<file path="src/rtl/sctt_pkg.sv">
// Shared types, constants and key tables of the scan code translator.
`timescale 1ns / 1ps
package sctt_pkg;

  localparam int NumEnt = 6;
  localparam int NumKeys = 88;

  localparam logic [1:0] KIND_CHAR = 2'd0;
  localparam logic [1:0] KIND_LED  = 2'd1;
  localparam logic [1:0] KIND_CMD  = 2'd2;
  localparam logic [1:0] KIND_BOOT = 2'd3;

  localparam logic [2:0] REG_SWAP  = 3'd0;
  localparam logic [2:0] REG_OPEN  = 3'd1;
  localparam logic [2:0] REG_RAW   = 3'd2;
  localparam logic [2:0] REG_START = 3'd3;
  localparam logic [2:0] REG_STOP  = 3'd4;

  localparam logic [7:0] CMD_NUM_ON  = 8'h74;
  localparam logic [7:0] CMD_NUM_OFF = 8'h75;
  localparam logic [7:0] CMD_AKP_ON  = 8'h3D;
  localparam logic [7:0] CMD_AKP_OFF = 8'h3E;
  localparam logic [7:0] CMD_CLEAR   = 8'h63;

  localparam logic [7:0] NOCH = 8'hFF;
  localparam logic [7:0] SPEC = 8'hFE;
  localparam logic [7:0] GC = 8'h07;
  localparam logic [7:0] GL = 8'h17;
  localparam logic [7:0] GT = 8'h04;
  localparam logic [7:0] GM = 8'h80;

  localparam logic [6:0] K_BS      = 7'h0D;
  localparam logic [6:0] K_CTRL    = 7'h1C;
  localparam logic [6:0] K_LSH     = 7'h29;
  localparam logic [6:0] K_LSH_ALT = 7'h2A;
  localparam logic [6:0] K_RSH     = 7'h35;
  localparam logic [6:0] K_ALT     = 7'h37;
  localparam logic [6:0] K_CAPS    = 7'h39;
  localparam logic [6:0] K_NUM     = 7'h44;
  localparam logic [6:0] K_DEL     = 7'h52;

  localparam logic [7:0] LED_CMD = 8'hED;
  localparam logic [7:0] ACK     = 8'hFA;
  localparam logic [7:0] PFX_E0  = 8'hE0;
  localparam logic [7:0] PFX_E1  = 8'hE1;
  localparam logic [7:0] OVERRUN = 8'hFF;
  localparam logic [7:0] ESC     = 8'h1B;

  typedef struct packed {
    logic [1:0] kind;
    logic [7:0] value;
  } ent_t;

  typedef struct packed {
    logic [2:0]      len;
    logic [4:0][7:0] ch;
  } str_t;

  typedef struct packed {
    logic load;
    logic advance;
  } cmd_t;

  typedef struct packed {
    logic empty;
    logic at_last;
  } sts_t;

  localparam logic [7:0] LOW_TAB [NumKeys] = '{
    8'h1B,8'h26,8'h82,8'h22,8'h27,8'h28,8'h2D,
    8'h8A,8'h5F,8'h87,8'h85,8'h29,8'h3D,8'h08,8'h09,
    8'h61,8'h7A,8'h65,8'h72,8'h74,8'h79,8'h75,8'h69,
    8'h6F,8'h70,8'hB0,8'h24,8'h0D,8'hFF,8'h71,8'h73,
    8'h64,8'h66,8'h67,8'h68,8'h6A,8'h6B,8'h6C,8'h6D,
    8'h97,8'hFD,8'hFF,8'h2A,8'h77,8'h78,8'h63,8'h76,
    8'h62,8'h6E,8'h2C,8'h3B,8'h3A,8'hFE,8'hFF,8'hFE,
    8'hFF,8'h20,8'hFF,8'hFE,8'hFE,8'hFE,8'hFE,8'hFE,
    8'hFE,8'hFE,8'hFE,8'hFE,8'hFE,8'hFE,8'hFE,8'hFE,
    8'hFE,8'hFE,8'h2D,8'hFE,8'hFE,8'hFE,8'h2B,8'hFE,
    8'hFE,8'hFE,8'hFE,8'hFE,8'hFF,8'hFF,8'h3C,8'hFF,
    8'hFF};

  localparam logic [7:0] UP_TAB [NumKeys] = '{
    8'h1B,8'h31,8'h32,8'h33,8'h34,8'h35,8'h36,
    8'h37,8'h38,8'h39,8'h30,8'hF8,8'h2B,8'h08,8'hFE,
    8'h41,8'h5A,8'h45,8'h52,8'h54,8'h59,8'h55,8'h49,
    8'h4F,8'h50,8'hB1,8'h9C,8'h0D,8'hFF,8'h51,8'h53,
    8'h44,8'h46,8'h47,8'h48,8'h4A,8'h4B,8'h4C,8'h4D,
    8'h25,8'hC0,8'hFF,8'hE6,8'h57,8'h58,8'h43,8'h56,
    8'h42,8'h4E,8'h3F,8'h2E,8'h2F,8'hFE,8'hFF,8'hFE,
    8'hFF,8'h20,8'hFF,8'hFE,8'hFE,8'hFE,8'hFE,8'hFE,
    8'hFE,8'hFE,8'hFE,8'hFE,8'hFE,8'hFE,8'hFE,8'hFE,
    8'hFE,8'hFE,8'h2D,8'hFE,8'hFE,8'hFE,8'h2B,8'hFE,
    8'hFE,8'hFE,8'hFE,8'hFE,8'hFF,8'hFF,8'h3E,8'hFF,
    8'hFF};

  localparam logic [7:0] GRP_TAB [NumKeys] = '{
    8'h00,8'h03,8'h07,8'h03,8'h03,8'h03,8'h07,
    8'h03,8'h03,8'h03,8'h03,8'h07,8'h03,8'h04,8'h03,
    8'h17,8'h17,8'h17,8'h17,8'h17,8'h17,8'h17,8'h17,
    8'h17,8'h17,8'h07,8'h07,8'h04,8'h80,8'h17,8'h17,
    8'h17,8'h17,8'h17,8'h17,8'h17,8'h17,8'h17,8'h03,
    8'h03,8'h07,8'h80,8'h07,8'h17,8'h17,8'h17,8'h17,
    8'h17,8'h17,8'h17,8'h03,8'h03,8'h03,8'h80,8'h03,
    8'h80,8'h07,8'h80,8'h00,8'h00,8'h00,8'h00,8'h00,
    8'h00,8'h00,8'h00,8'h00,8'h00,8'h80,8'h63,8'h63,
    8'h63,8'h63,8'h00,8'h63,8'h63,8'h63,8'h00,8'h63,
    8'h63,8'h63,8'h63,8'h63,8'h00,8'h00,8'h03,8'h00,
    8'h00};

  localparam logic [7:0] AGR_TAB [13] = '{
    8'hFF,8'hFF,8'h7E,8'h23,8'h7B,8'h5B,8'h7C,8'h60,8'h5C,8'h5E,8'h40,8'h5D,8'h7D};

  localparam logic [7:0] PAD_NRM [11] = '{
    8'h48,8'h41,8'h56,8'h44,8'h37,8'h43,8'h48,8'h42,8'h55,8'h40,8'h50};
  localparam logic [7:0] PAD_SHF [11] = '{
    8'h37,8'h38,8'h39,8'h34,8'h35,8'h36,8'h31,8'h32,8'h33,8'h30,8'h2E};
  localparam logic [7:0] PAD_ALT [11] = '{
    8'h77,8'h78,8'h79,8'h74,8'h75,8'h76,8'h71,8'h72,8'h73,8'h70,8'h6E};

  function automatic logic [7:0] low_of(logic [6:0] idx, logic swap);
    if (swap && idx == K_LSH) return 8'h5C;
    if (swap && idx == K_LSH_ALT) return NOCH;
    if (idx >= 7'(NumKeys)) return NOCH;
    return LOW_TAB[idx];
  endfunction

  function automatic logic [7:0] up_of(logic [6:0] idx, logic swap);
    if (swap && idx == K_LSH) return 8'h7C;
    if (swap && idx == K_LSH_ALT) return NOCH;
    if (idx >= 7'(NumKeys)) return NOCH;
    return UP_TAB[idx];
  endfunction

  function automatic logic [7:0] grp_of(logic [6:0] idx, logic swap);
    if (swap && idx == K_LSH) return GC;
    if (swap && idx == K_LSH_ALT) return GM;
    if (idx >= 7'(NumKeys)) return 8'h00;
    return GRP_TAB[idx];
  endfunction

  function automatic str_t pad_str(logic [3:0] k, logic [1:0] sel);
    str_t s;
    s.ch = '0;
    if (sel == 2'd1) begin
      s.len = 3'd1;
      s.ch[0] = PAD_SHF[k];
    end else if (sel == 2'd2) begin
      s.len = 3'd3;
      s.ch[0] = ESC;
      s.ch[1] = 8'h3F;
      s.ch[2] = PAD_ALT[k];
    end else if (k == 4'd4) begin
      s.len = 3'd2;
      s.ch[0] = ESC;
      s.ch[1] = PAD_NRM[k];
    end else if (k == 4'd6) begin
      s.len = 3'd5;
      s.ch[0] = ESC;
      s.ch[1] = 8'h5B;
      s.ch[2] = 8'h32;
      s.ch[3] = 8'h34;
      s.ch[4] = PAD_NRM[k];
    end else begin
      s.len = 3'd3;
      s.ch[0] = ESC;
      s.ch[1] = 8'h5B;
      s.ch[2] = PAD_NRM[k];
    end
    return s;
  endfunction

endpackage

</file>
<file path="src/rtl/sctt_in_if.sv">
// Input channel: scan byte or command character beats.
`timescale 1ns / 1ps
interface sctt_in_if;
  logic       valid;
  logic       ready;
  logic       mode;
  logic [7:0] code;
  logic       output_stopped;
  modport source (output valid, mode, code, output_stopped, input ready);
  modport sink (input valid, mode, code, output_stopped, output ready);
endinterface

</file>
<file path="src/rtl/sctt_out_if.sv">
// Result channel: translated character, LED and reboot beats.
`timescale 1ns / 1ps
interface sctt_out_if;
  logic       valid;
  logic       ready;
  logic [1:0] kind;
  logic [7:0] value;
  logic       last;
  modport source (output valid, kind, value, last, input ready);
  modport sink (input valid, kind, value, last, output ready);
endinterface

</file>
<file path="src/rtl/sctt_cfg_if.sv">
// Configuration write channel.
`timescale 1ns / 1ps
interface sctt_cfg_if;
  logic       valid;
  logic       ready;
  logic [2:0] index;
  logic [7:0] data;
  modport source (output valid, index, data, input ready);
  modport sink (input valid, index, data, output ready);
endinterface

</file>
<file path="src/rtl/sctt_dp.sv">
// Datapath: key state, translation logic and result buffer.
`timescale 1ns / 1ps
module sctt_dp import sctt_pkg::*; (
  input  logic       clk,
  input  logic       rst,
  input  cmd_t       cmd,
  output sts_t       sts,
  input  logic       mode,
  input  logic [7:0] code,
  input  logic       output_stopped,
  input  logic       cfg_we,
  input  logic [2:0] cfg_index,
  input  logic [7:0] cfg_data,
  output logic [1:0] kind,
  output logic [7:0] value,
  output logic       last
);

  logic       swap, popen, raw;
  logic [7:0] start_c, stop_c;
  logic [8:0] f, f_next;
  logic       sl, sl_next, ack, ack_next, pre, pre_next;
  logic [2:0] skip, skip_next;
  ent_t       ents [NumEnt];
  ent_t       ents_next [NumEnt];
  logic [2:0] cnt, cnt_next, idx_r;

  logic [6:0] key, idx, lsh, kd;
  logic       up, ext, sh;
  logic [7:0] g, s, c, sc;
  logic [3:0] pk;
  logic [1:0] sel;
  str_t       ps;

  always_comb begin
    key = code[6:0];
    up  = code[7];
    idx = key - 7'd1;
    ext = pre;
    sh  = f[0] | f[1];
    g   = grp_of(idx, swap);
    lsh = swap ? K_LSH_ALT : K_LSH;
    s   = g & f[7:0];
    kd  = key - 7'd71 - ((key >= 7'd75) ? 7'd1 : 7'd0) - ((key >= 7'd79) ? 7'd1 : 7'd0);
    pk  = kd[3:0];
    sel = {1'b0, f[5] ^ sh};
    if (f[6]) sel = 2'd2;
    if (ext) sel = 2'd0;
    ps  = pad_str(pk, sel);
    sc  = output_stopped ? start_c : stop_c;
    if (f[8]) begin
      c = (idx < 7'd13) ? AGR_TAB[idx[3:0]] : NOCH;
    end else if (f[2]) begin
      if (g == GT) c = (idx == K_BS) ? 8'h7F : 8'h0A;
      else if (g == GC || g == GL) c = up_of(idx, swap) & 8'h1F;
      else c = NOCH;
    end else if (s != 8'h00) begin
      c = (sh ^ (s[4] | s[5])) ? up_of(idx, swap) : low_of(idx, swap);
    end else begin
      c = low_of(idx, swap);
    end
  end

  always_comb begin
    f_next    = f;
    sl_next   = sl;
    ack_next  = ack;
    pre_next  = pre;
    skip_next = skip;
    cnt_next  = '0;
    for (int i = 0; i < NumEnt; i++) ents_next[i] = '{kind: KIND_CHAR, value: 8'h00};
    if (mode) begin
      case (code)
        CMD_NUM_ON: begin
          f_next[5] = 1'b1;
          ents_next[0] = '{kind: KIND_CMD, value: LED_CMD};
          cnt_next = 3'd1;
          ack_next = 1'b1;
        end
        CMD_NUM_OFF: begin
          f_next[5] = 1'b0;
          ents_next[0] = '{kind: KIND_CMD, value: LED_CMD};
          cnt_next = 3'd1;
          ack_next = 1'b1;
        end
        CMD_AKP_ON: f_next[6] = 1'b1;
        CMD_AKP_OFF: f_next[6] = 1'b0;
        CMD_CLEAR: begin
          f_next = '0;
          ents_next[0] = '{kind: KIND_CMD, value: LED_CMD};
          cnt_next = 3'd1;
          ack_next = 1'b1;
        end
        default: ;
      endcase
    end else if (ack) begin
      ack_next = 1'b0;
      if (code == ACK) begin
        ents_next[0] = '{kind: KIND_LED, value: {5'b0, f[4], f[5], sl}};
        cnt_next = 3'd1;
      end
    end else if (skip != 3'd0) begin
      skip_next = skip - 3'd1;
    end else if (code == PFX_E0) begin
      pre_next = 1'b1;
    end else if (code == PFX_E1) begin
      skip_next = 3'd5;
    end else if (code != OVERRUN) begin
      pre_next = 1'b0;
      if (key != 7'd0 && key <= 7'd88) begin
        if (!up && idx == K_DEL && f[2] && f[3]) begin
          ents_next[0] = '{kind: KIND_BOOT, value: 8'h00};
          cnt_next = 3'd1;
        end else if (g[7]) begin
          if (up) begin
            if (idx == K_RSH) f_next[0] = 1'b0;
            else if (idx == lsh) f_next[1] = 1'b0;
            else if (idx == K_CTRL) f_next[2] = 1'b0;
            else if (idx == K_ALT) begin
              if (ext) f_next[8] = 1'b0;
              else f_next[3] = 1'b0;
            end
          end else begin
            if (idx == lsh) f_next[1] = 1'b1;
            else if (idx == K_RSH) f_next[0] = 1'b1;
            else if (idx == K_CTRL) f_next[2] = 1'b1;
            else if (idx == K_ALT) begin
              if (ext) f_next[8] = 1'b1;
              else f_next[3] = 1'b1;
            end else if (idx == K_CAPS || idx == K_NUM) begin
              if (idx == K_CAPS) f_next[4] = ~f[4];
              else f_next[5] = ~f[5];
              ents_next[0] = '{kind: KIND_CMD, value: LED_CMD};
              cnt_next = 3'd1;
              ack_next = 1'b1;
            end
          end
        end else if (!up && popen && c != NOCH) begin
          if (c != SPEC) begin
            ents_next[0] = '{kind: KIND_CHAR, value: {c[7] | f[3], c[6:0]}};
            cnt_next = 3'd1;
          end else if (key == 7'd15) begin
            ents_next[0] = '{kind: KIND_CHAR, value: ESC};
            ents_next[1] = '{kind: KIND_CHAR, value: 8'h5B};
            ents_next[2] = '{kind: KIND_CHAR, value: 8'h5A};
            cnt_next = 3'd3;
          end else if (key == 7'd53) begin
            ents_next[0] = '{kind: KIND_CHAR,
                             value: ext ? 8'h2F : (sh ? 8'h15 : 8'h21)};
            cnt_next = 3'd1;
          end else if (key == 7'd55) begin
            if (!ext) begin
              ents_next[0] = '{kind: KIND_CHAR, value: 8'h2A};
              cnt_next = 3'd1;
            end
          end else if (key >= 7'd59 && key <= 7'd68) begin
            ents_next[0] = '{kind: KIND_CHAR, value: ESC};
            ents_next[1] = '{kind: KIND_CHAR, value: 8'h5B};
            ents_next[2] = '{kind: KIND_CHAR,
                             value: (key == 7'd68) ? 8'h30 : {1'b0, key - 7'd58} + 8'h30};
            ents_next[3] = '{kind: KIND_CHAR, value: f[3] ? 8'h79 : 8'h78};
            cnt_next = 3'd4;
          end else if (key == 7'd70) begin
            if (!raw) begin
              sl_next  = !output_stopped;
              ack_next = 1'b1;
              if (sc != 8'h00 && sc != 8'hFF) begin
                ents_next[0] = '{kind: KIND_CHAR, value: sc};
                ents_next[1] = '{kind: KIND_CMD, value: LED_CMD};
                cnt_next = 3'd2;
              end else begin
                ents_next[0] = '{kind: KIND_CMD, value: LED_CMD};
                cnt_next = 3'd1;
              end
            end
          end else if (key >= 7'd71 && key <= 7'd83 && key != 7'd74 && key != 7'd78) begin
            for (int i = 0; i < 5; i++) ents_next[i] = '{kind: KIND_CHAR, value: ps.ch[i]};
            cnt_next = ps.len;
          end
        end
      end
    end
  end

  assign sts.empty   = (cnt_next == 3'd0);
  assign sts.at_last = (idx_r == cnt - 3'd1);

  always_ff @(posedge clk) begin
    if (rst) begin
      swap    <= 1'b0;
      popen   <= 1'b1;
      raw     <= 1'b0;
      start_c <= 8'd17;
      stop_c  <= 8'd19;
      f       <= '0;
      sl      <= 1'b0;
      ack     <= 1'b0;
      pre     <= 1'b0;
      skip    <= '0;
      cnt     <= '0;
      idx_r   <= '0;
    end else begin
      if (cfg_we) begin
        unique case (cfg_index)
          REG_SWAP:  swap    <= cfg_data[0];
          REG_OPEN:  popen   <= cfg_data[0];
          REG_RAW:   raw     <= cfg_data[0];
          REG_START: start_c <= cfg_data;
          REG_STOP:  stop_c  <= cfg_data;
          default: ;
        endcase
      end
      if (cmd.load) begin
        f     <= f_next;
        sl    <= sl_next;
        ack   <= ack_next;
        pre   <= pre_next;
        skip  <= skip_next;
        cnt   <= cnt_next;
        idx_r <= '0;
      end else if (cmd.advance) begin
        idx_r <= idx_r + 3'd1;
      end
    end
  end

  always_ff @(posedge clk) begin
    if (cmd.load) begin
      for (int i = 0; i < NumEnt; i++) ents[i] <= ents_next[i];
    end
  end

  assign kind  = ents[idx_r].kind;
  assign value = ents[idx_r].value;
  assign last  = sts.at_last;

endmodule

</file>
<file path="src/rtl/sctt_ctrl.sv">
// Controller: accepts one beat, then sends its results one per cycle while the output is ready.
`timescale 1ns / 1ps
module sctt_ctrl import sctt_pkg::*; (
  input  logic clk,
  input  logic rst,
  input  logic in_valid,
  output logic in_ready,
  output logic out_valid,
  input  logic out_ready,
  input  sts_t sts,
  output cmd_t cmd
);

  typedef enum logic [1:0] {
    IDLE = 2'b01,
    SEND = 2'b10
  } state_t;

  state_t state, state_next;

  assign in_ready    = (state == IDLE);
  assign out_valid   = (state == SEND);
  assign cmd.load    = in_valid && in_ready;
  assign cmd.advance = out_valid && out_ready && !sts.at_last;

  always_comb begin
    state_next = state;
    unique case (state)
      IDLE: if (cmd.load && !sts.empty) state_next = SEND;
      SEND: if (out_ready && sts.at_last) state_next = IDLE;
      default: state_next = IDLE;
    endcase
  end

  always_ff @(posedge clk) begin
    if (rst) state <= IDLE;
    else state <= state_next;
  end

endmodule

</file>
<file path="src/rtl/scan_code_to_char_translator_top.sv">
// Top level of the set-1 scan code to character translator.
// The first result is presented in the cycle after the input beat is accepted.
// Each input beat yields n results (0 to 5), sent one per cycle while result.ready is high,
// from the result buffer; the controller takes no new beat until the last is sent.
// Reset: synchronous, clears key state and restores register defaults.
`timescale 1ns / 1ps
module scan_code_to_char_translator_top import sctt_pkg::*; (
  input  logic  clk,
  input  logic  rst,
  sctt_in_if.sink    scan,
  sctt_out_if.source result,
  sctt_cfg_if.sink   cfg
);

  cmd_t cmd;
  sts_t sts;

  assign cfg.ready = 1'b1;

  sctt_ctrl u_ctrl (
    .clk       (clk),
    .rst       (rst),
    .in_valid  (scan.valid),
    .in_ready  (scan.ready),
    .out_valid (result.valid),
    .out_ready (result.ready),
    .sts       (sts),
    .cmd       (cmd)
  );

  sctt_dp u_dp (
    .clk            (clk),
    .rst            (rst),
    .cmd            (cmd),
    .sts            (sts),
    .mode           (scan.mode),
    .code           (scan.code),
    .output_stopped (scan.output_stopped),
    .cfg_we         (cfg.valid && cfg.ready),
    .cfg_index      (cfg.index),
    .cfg_data       (cfg.data),
    .kind           (result.kind),
    .value          (result.value),
    .last           (result.last)
  );

  a_no_overlap: assert property (@(posedge clk) disable iff (rst)
    result.valid |-> !scan.ready) else $error("input taken while results pending");

  a_burst_continues: assert property (@(posedge clk) disable iff (rst)
    result.valid && result.ready && !result.last |=> result.valid)
    else $error("result burst broken before last beat");

  a_last_frees_input: assert property (@(posedge clk) disable iff (rst)
    result.valid && result.ready && result.last |=> scan.ready)
    else $error("input not reopened after last beat");

  a_load_when_idle: assert property (@(posedge clk) disable iff (rst)
    cmd.load |-> !result.valid) else $error("load during send");

endmodule
</file>
<file path="src/flat_wrapper.sv">
// flat-port wrapper written by rule: the top's interface ports become plain ports
module scan_code_to_char_translator_top_flat import sctt_pkg::*;
  (clk, rst, scan_valid, scan_mode, scan_code, scan_output_stopped, scan_ready, result_valid, result_kind, result_value, result_last, result_ready, cfg_valid, cfg_index, cfg_data, cfg_ready);
  sctt_in_if scan_i ();
  sctt_out_if result_i ();
  sctt_cfg_if cfg_i ();
  input  logic clk;
  input  logic rst;
  input wire logic [$bits(scan_i.valid)-1:0] scan_valid;
  input wire logic [$bits(scan_i.mode)-1:0] scan_mode;
  input wire logic [$bits(scan_i.code)-1:0] scan_code;
  input wire logic [$bits(scan_i.output_stopped)-1:0] scan_output_stopped;
  output wire logic [$bits(scan_i.ready)-1:0] scan_ready;
  output wire logic [$bits(result_i.valid)-1:0] result_valid;
  output wire logic [$bits(result_i.kind)-1:0] result_kind;
  output wire logic [$bits(result_i.value)-1:0] result_value;
  output wire logic [$bits(result_i.last)-1:0] result_last;
  input wire logic [$bits(result_i.ready)-1:0] result_ready;
  input wire logic [$bits(cfg_i.valid)-1:0] cfg_valid;
  input wire logic [$bits(cfg_i.index)-1:0] cfg_index;
  input wire logic [$bits(cfg_i.data)-1:0] cfg_data;
  output wire logic [$bits(cfg_i.ready)-1:0] cfg_ready;
  assign scan_i.valid = scan_valid;
  assign scan_i.mode = scan_mode;
  assign scan_i.code = scan_code;
  assign scan_i.output_stopped = scan_output_stopped;
  assign scan_ready = scan_i.ready;
  assign result_valid = result_i.valid;
  assign result_kind = result_i.kind;
  assign result_value = result_i.value;
  assign result_last = result_i.last;
  assign result_i.ready = result_ready;
  assign cfg_i.valid = cfg_valid;
  assign cfg_i.index = cfg_index;
  assign cfg_i.data = cfg_data;
  assign cfg_ready = cfg_i.ready;
  scan_code_to_char_translator_top u_core (.clk(clk), .rst(rst), .scan(scan_i), .result(result_i), .cfg(cfg_i));
endmodule
</file>
<file path="config.mk">
export PLATFORM = sky130hd
export DESIGN_NAME = scan_code_to_char_translator_top_flat
export DESIGN_NICKNAME = d
export VERILOG_FILES = /design/src/rtl/sctt_pkg.sv /design/src/rtl/sctt_in_if.sv /design/src/rtl/sctt_out_if.sv /design/src/rtl/sctt_cfg_if.sv /design/src/rtl/sctt_dp.sv /design/src/rtl/sctt_ctrl.sv /design/src/rtl/scan_code_to_char_translator_top.sv /design/src/flat_wrapper.sv
export SDC_FILE = /design/constraint.sdc
export NUM_CORES = 1
export LEC_CHECK = 0
export ABC_AREA = 1
export BUFFER_PORTS_ARGS = -buffer_cell sky130_fd_sc_hd__buf_4
export CORE_MARGIN = 2
export CORE_UTILIZATION = 45
export CTS_BUF_LIST = sky130_fd_sc_hd__clkbuf_16
export DETAILED_ROUTE_END_ITERATION = 16
export REMOVE_ABC_BUFFERS = 1
export SLEW_MARGIN = 30
export SYNTH_ARGS = -nofsm -noshare
export SYNTH_HDL_FRONTEND = slang
export SYNTH_HIERARCHICAL = 1
export SYNTH_SLANG_ARGS = --single-unit
</file>
<file path="constraint.sdc">
create_clock -name clk -period 13 [get_ports clk]
set_input_delay 3.9 -clock clk [delete_from_list [all_inputs] [get_ports clk]]
set_output_delay 3.9 -clock clk [all_outputs]
set_load 0.01 [all_outputs]
</file>
# ---- Yosys cells after proc, flatten, opt, wreduce, memory -nomap -nowiden
# Memories as Yosys holds them, arrays and structs flattened. A register that Yosys moved wholly into a read port is not among the register bits.
# Cells that the tools add are included.
dict set report word_totals {
  latchBits 0
  ramBits 60
  regBits 41
  n_memories 8
  in_bits 26
  wordCells 519
  romBits 3584
  output_inout_bits 14
}
# name words width read_ports rd_clocked_by_memory_dff write_ports line
set mem_list {}
lappend mem_list {{(name not given)} 128 8 1 0 0 sctt_pkg.sv:125} ;# return LOW_TAB[idx];
lappend mem_list {{(name not given)} 128 8 1 0 0 sctt_pkg.sv:132} ;# return UP_TAB[idx];
lappend mem_list {{(name not given)} 128 8 1 0 0 sctt_pkg.sv:139} ;# return GRP_TAB[idx];
lappend mem_list {{(name not given)} 16 8 1 0 0 sctt_dp.sv:52} ;# c = (idx < 7'd13) ? AGR_TAB[idx[3:0]] : NOCH;
lappend mem_list {{(name not given)} 16 8 1 0 0 sctt_pkg.sv:168} ;# s.ch[2] = PAD_NRM[k];
lappend mem_list {{(name not given)} 16 8 1 0 0 sctt_pkg.sv:152} ;# s.ch[2] = PAD_ALT[k];
lappend mem_list {{2 more memories} n/a n/a n/a n/a n/a n/a}
dict set report classes {
  n_eq_ne 64
  div_mod_pow 0
  muxes 316
  n_shift 0
  addsub 9
  n_lt_le_gt_ge 12
  multipliers 0
  n_bitwise 24
  reduce_logical 66
}
# operator count
set ops {}
lappend ops {{$mux W40} 34}
lappend ops {{$mux W30} 17}
lappend ops {{$mux W8} 45}
lappend ops {{$mux W50} 6}
lappend ops {{$mux W10} 17}
lappend ops {{$mux W1} 120}
lappend ops {{$mux W24} 5}
lappend ops {{$mux W3} 28}
lappend ops {{$mux W6} 12}
lappend ops {{$mux W20} 3}
lappend ops {{$eq A7 B6 Y1 const B} 7}
lappend ops {{$mux W16} 3}
lappend ops {{$mux W48} 1}
lappend ops {{$reduce_and A17 Y1} 2}
lappend ops {{$mux W32} 1}
lappend ops {{$ne A8 B8 Y1 const B} 4}
lappend ops {{$ne A2 B2 Y1 const B} 15}
lappend ops {{$reduce_and A15 Y1} 2}
lappend ops {{$eq A7 B7 Y1 const B} 4}
lappend ops {{$ge A7 B7 Y1 const B} 4}
lappend ops {{$reduce_and A13 Y1} 2}
lappend ops {{$eq A8 B7 Y1 const B} 3}
lappend ops {{$eq A8 B8 Y1 const B} 3}
lappend ops {{$mux W2} 12}
lappend ops {{other kinds (57)} 141}

# ---- Longest topological paths before layout
dict set report logic_depth {
  ltp_word 87
  depth_mapped 38
  mapped_depth_nobuf 37
}

# ---- Hierarchy
# Netlist, hierarchy kept.
# module area_each_um2 cells_per_inst seq_area_each_um2 n_inst
set modules_own_cells {}
lappend modules_own_cells {sctt_dp 7988.9 1324 1951.9 1}
lappend modules_own_cells {sctt_ctrl 112.6 18 40.0 1}
lappend modules_own_cells {scan_code_to_char_translator_top 11.3 2 0.0 1}

# ---- Least setup slack after synthesis
# No wires, ideal clock.
dict set report synth_path {
  path_kind {input-to-reg}
  start {input scan_valid}
  end {register u_core.u_dp.f[3]}
  path_buffers 0
  required_time_ns 12.885
  setup_ns 0.115
  path_stages 10
  path_slack_ns 4.757
  arrival_time_ns 8.129
  path_cell_list {inv_1 nor3_1 inv_1 o21ai_0 inv_1 nor2_1 inv_1 a2111oi_0 a21oi_1 o21a_1}
}
# element line
set synth_lines {}
lappend synth_lines {{from (decl)} flat_wrapper.sv:9} ;# input wire logic [$bits(scan_i.valid)-1:0] scan_valid;
lappend synth_lines {{to (signal assigned)} sctt_dp.sv:214} ;# f <= f_next;
lappend synth_lines {{to (decl)} sctt_dp.sv:21} ;# logic [8:0] f, f_next;

==> impl_metrics.yaml <==
status:
  outcome: "completed"
global_routing:
  grt_max_degree: 43
  track_usage_pct: 31.4
  grt_pass1_wl_um: 47500
  overflow: 0
  antenna_found_initial: 0
  grt_pass1_vias: 8636
critical_path:
  required_ps: 13250
  slowest_stage: "ha_1"
  path_common_cell: "nand2_1"
  critPathTopFamily: "simple AND/OR/NAND/NOR gates"
  arrival_ps: 9660
  start_kind: "input pin"
  worstPathMaxFanout: 26
  path_buf_inv: 5
  endpoint_kind: "flip-flop"
  cp_slowest_stage_delay_ps: 830
  critPathKind: "input pin to flip-flop"
route:
  drt-met1-wl_um: 12800
  top_layer: "met4"
  ant_nets: 0
  via_per_inst: 5.83
  wl_met2_um: 13900
  dr.pass1.iters: 5
  drt_iter0_markers: 920
  drt_wl_total_um: 30500
  vias: 9268
  drc_errors: 0
  post_drt_wl_per_cell_um: 19.2
  wl_met3_um: 1940
timing:
  finalHoldViolations: 0
  skew_ps: 14.5
  layout_min_cycle_time_ps: 9410
  setup_tns_ps: 0
  fin_crit_sh_pct: 72.4
  relSlewSlack_pct: 36.6
  finalWorstSetupSlack_ps: 3590
  worstMarginPinSlew_ps: 940
  fmax_mhz: 106
  whs_ps: 456
  setup_viol: 0
  rsz0062_at_grt: "no"
  maxSlewViolCount: 0
flow_run:
  drv_cap: 0
clocking:
  cts_hold_buf: 0
  postCtsSetupRepairBufs: 0
  root_buffer: "clkbuf_16"
  clk_path_buf_depth: 2
  numCtsBuffers: 9
  cts_num_sinks: 81
  cts_tree: "done"
  clk_latency_ps: 350
  htree_levels: 3
  clk_pin_slew_ps: 70
  cts_resized: 0
yosys:
  synth_edf_count: 37
  ys_async_sr_fraction_pct: 0
  yosys-top-cells-area: "nand2_1 16%, edfxtp_1 14%, dfxtp_1 11%"
  syn-mean-instance-area_um2: 6.04
  synth_top_area_cell: "nand2_1"
  synth-seq-cells: 81
  synth_cell_types: 59
  ys.flop_type: "dfxtp_1"
  seq_area_frac_synth_pct: 24.6
  netlist.area_leader.share_pct: 16.1
  synth_warnings: 6
  synthCells: 1344
  syn_area_um2: 8110
final_layout:
  final_common_cell: "nand2_1"
  seq_area_um2: 1990
  fin_util_pct: 49.6
  multi_input_area_um2: 5280
  num-nets-final: 1416
  num_antenna_cells: 0
  postLayoutCellArea_um2: 8850
  stdcell_count: 1589
  area_delta_synth_final_pct: 9.08
  layout_common_cells: "347 x nand2_1, 174 x nor2_1, 160 x inv_1, 123 x o21ai_0, 110 x nand3_1"
  drive_gt1_share_pct: 7.94
  fill_cells: 1950
floorplanning:
  start_util_pct: 45.5
  rows: 49
  dieWidth_um: 138
  die_area_um2: 19100
  core-area_um2: 17800
  die_h_um: 138
  io_pins: 40
pwr:
  vdd_drop_max_v: 0.0000597
  power_uw: 858
  p_leak_nw: 4.15
  pwr_density_cell_nw_per_um2: 96.9
worst_hold_path:
  min_path_type: "flip-flop to flip-flop"
placement:
  placed_area_um2: 8510
  gp_congestion: 1.06
  dp_hpwl_um: 23900
  port_buffers: 38
  dp.cells: 1573
  place_ws_ps: 3410
## sequential cells by signal, indices dropped and copies added, names as in the netlist, named ones only
name and cells:
u_core/u_dp/ents 37, u_core/u_dp/f 8, u_core/u_dp/start_c 8, u_core/u_dp/stop_c 8, u_core/u_dp/cnt 3, u_core/u_dp/idx_r 3, u_core/u_dp/skip 3, u_core/u_ctrl/state 2
u_core/u_dp/ack 1, u_core/u_dp/ext 1, u_core/u_dp/popen 1, u_core/u_dp/raw 1, u_core/u_dp/sl 1, u_core/u_dp/swap 1
## cell usage after synthesis (all sizes together), types with 2 or more instances
cell type    n
xor2         4
nor2       183
a32oi        3
clkbuf      21
inv        168
o211ai       5
a21oi       84
o31ai        3
nand4       20
ha          34
nand3      113
clkinv       2
nor4        10
xnor2        4
nor3        31
conb         2
o21ai      124
o221ai       2
a22oi        4
dfxtp       44
nand3b       4
a31oi        6
nand2      364
o21bai       3
a211oi       7
o2111ai     10
o211a        3
edfxtp      37
o22ai        7
buf         23
a2111oi      2
or2          6
## metal layers
layer	track usage [%]	vias up
met1	40.3	4266
met4	17.8	0
met5	0	-
met3	4.16	107
li1	-	4493
met2	51.0	402
## worst paths after layout
| path | start | to | slack [ps] | cells past startpoint |
|---|---|---|---|---|
| min reg2reg | u_core/u_dp/start_c[7] | u_core/u_dp/start_c[7] | 460 | 2 |
| min | u_core/u_dp/start_c[7] | u_core/u_dp/start_c[7] | 460 | 2 |
| max | scan_code[0] | u_core/u_ctrl/state[0] | 3590 | 30 |
| max reg2reg | u_core/u_dp/swap | u_core/u_ctrl/state[0] | 9220 | 24 |
## power by group
group	switching, mW	total, mW	internal [mW]
clock network	0.109	0.282	0.173
registers	0.00541	0.285	0.279
logic	0.206	0.291	0.0850
total	0.320	0.858	0.537
## worst register-to-register path: stages, from the launching register on
cell     delay, ps
dfxtp_1        330
inv_1          220
nor2_1         120
nand3_1        160
nand2_2        160
nor2_4         210
nand3_2        140
nand2_1        120
nand2_2        120
nand2_2        210
nand2_2        100
nand2_1         70
nand3_1         60
a21oi_1        290
nand3_1        120
nor2_1         220
nand2_2        230
nor2_2         280
nand2_1        120
nand2_1         90
nor2_1          40
nor2_1         120
nand2_2         70
nand2_1         60
nand2_1         40
## cells by family (layout without fill, tap and decap cells)
kind of cell	after synthesis	after routing	synth area share, %
AO/OA/AOI/OAI	273	273	19.3
adder cells (fa/ha/maj)	35	35	5.49
XOR/XNOR	8	8	0.864
AND/OR/NAND/NOR	731	731	39.3
flip-flops	81	81	24.6
buffers and inverters	214	228	10.5
other	2	4	0.0926
## cell type report
class	instances	share of cell area, %
clock buffers	11	3.11
clock inverters	5	0.679
inverters	170	7.21
multi-input cells	1051	59.7
flip-flops and latches	81	22.5
well taps	229	3.24
repair buffers	42	3.56
(Power assumes the default switching activity.)
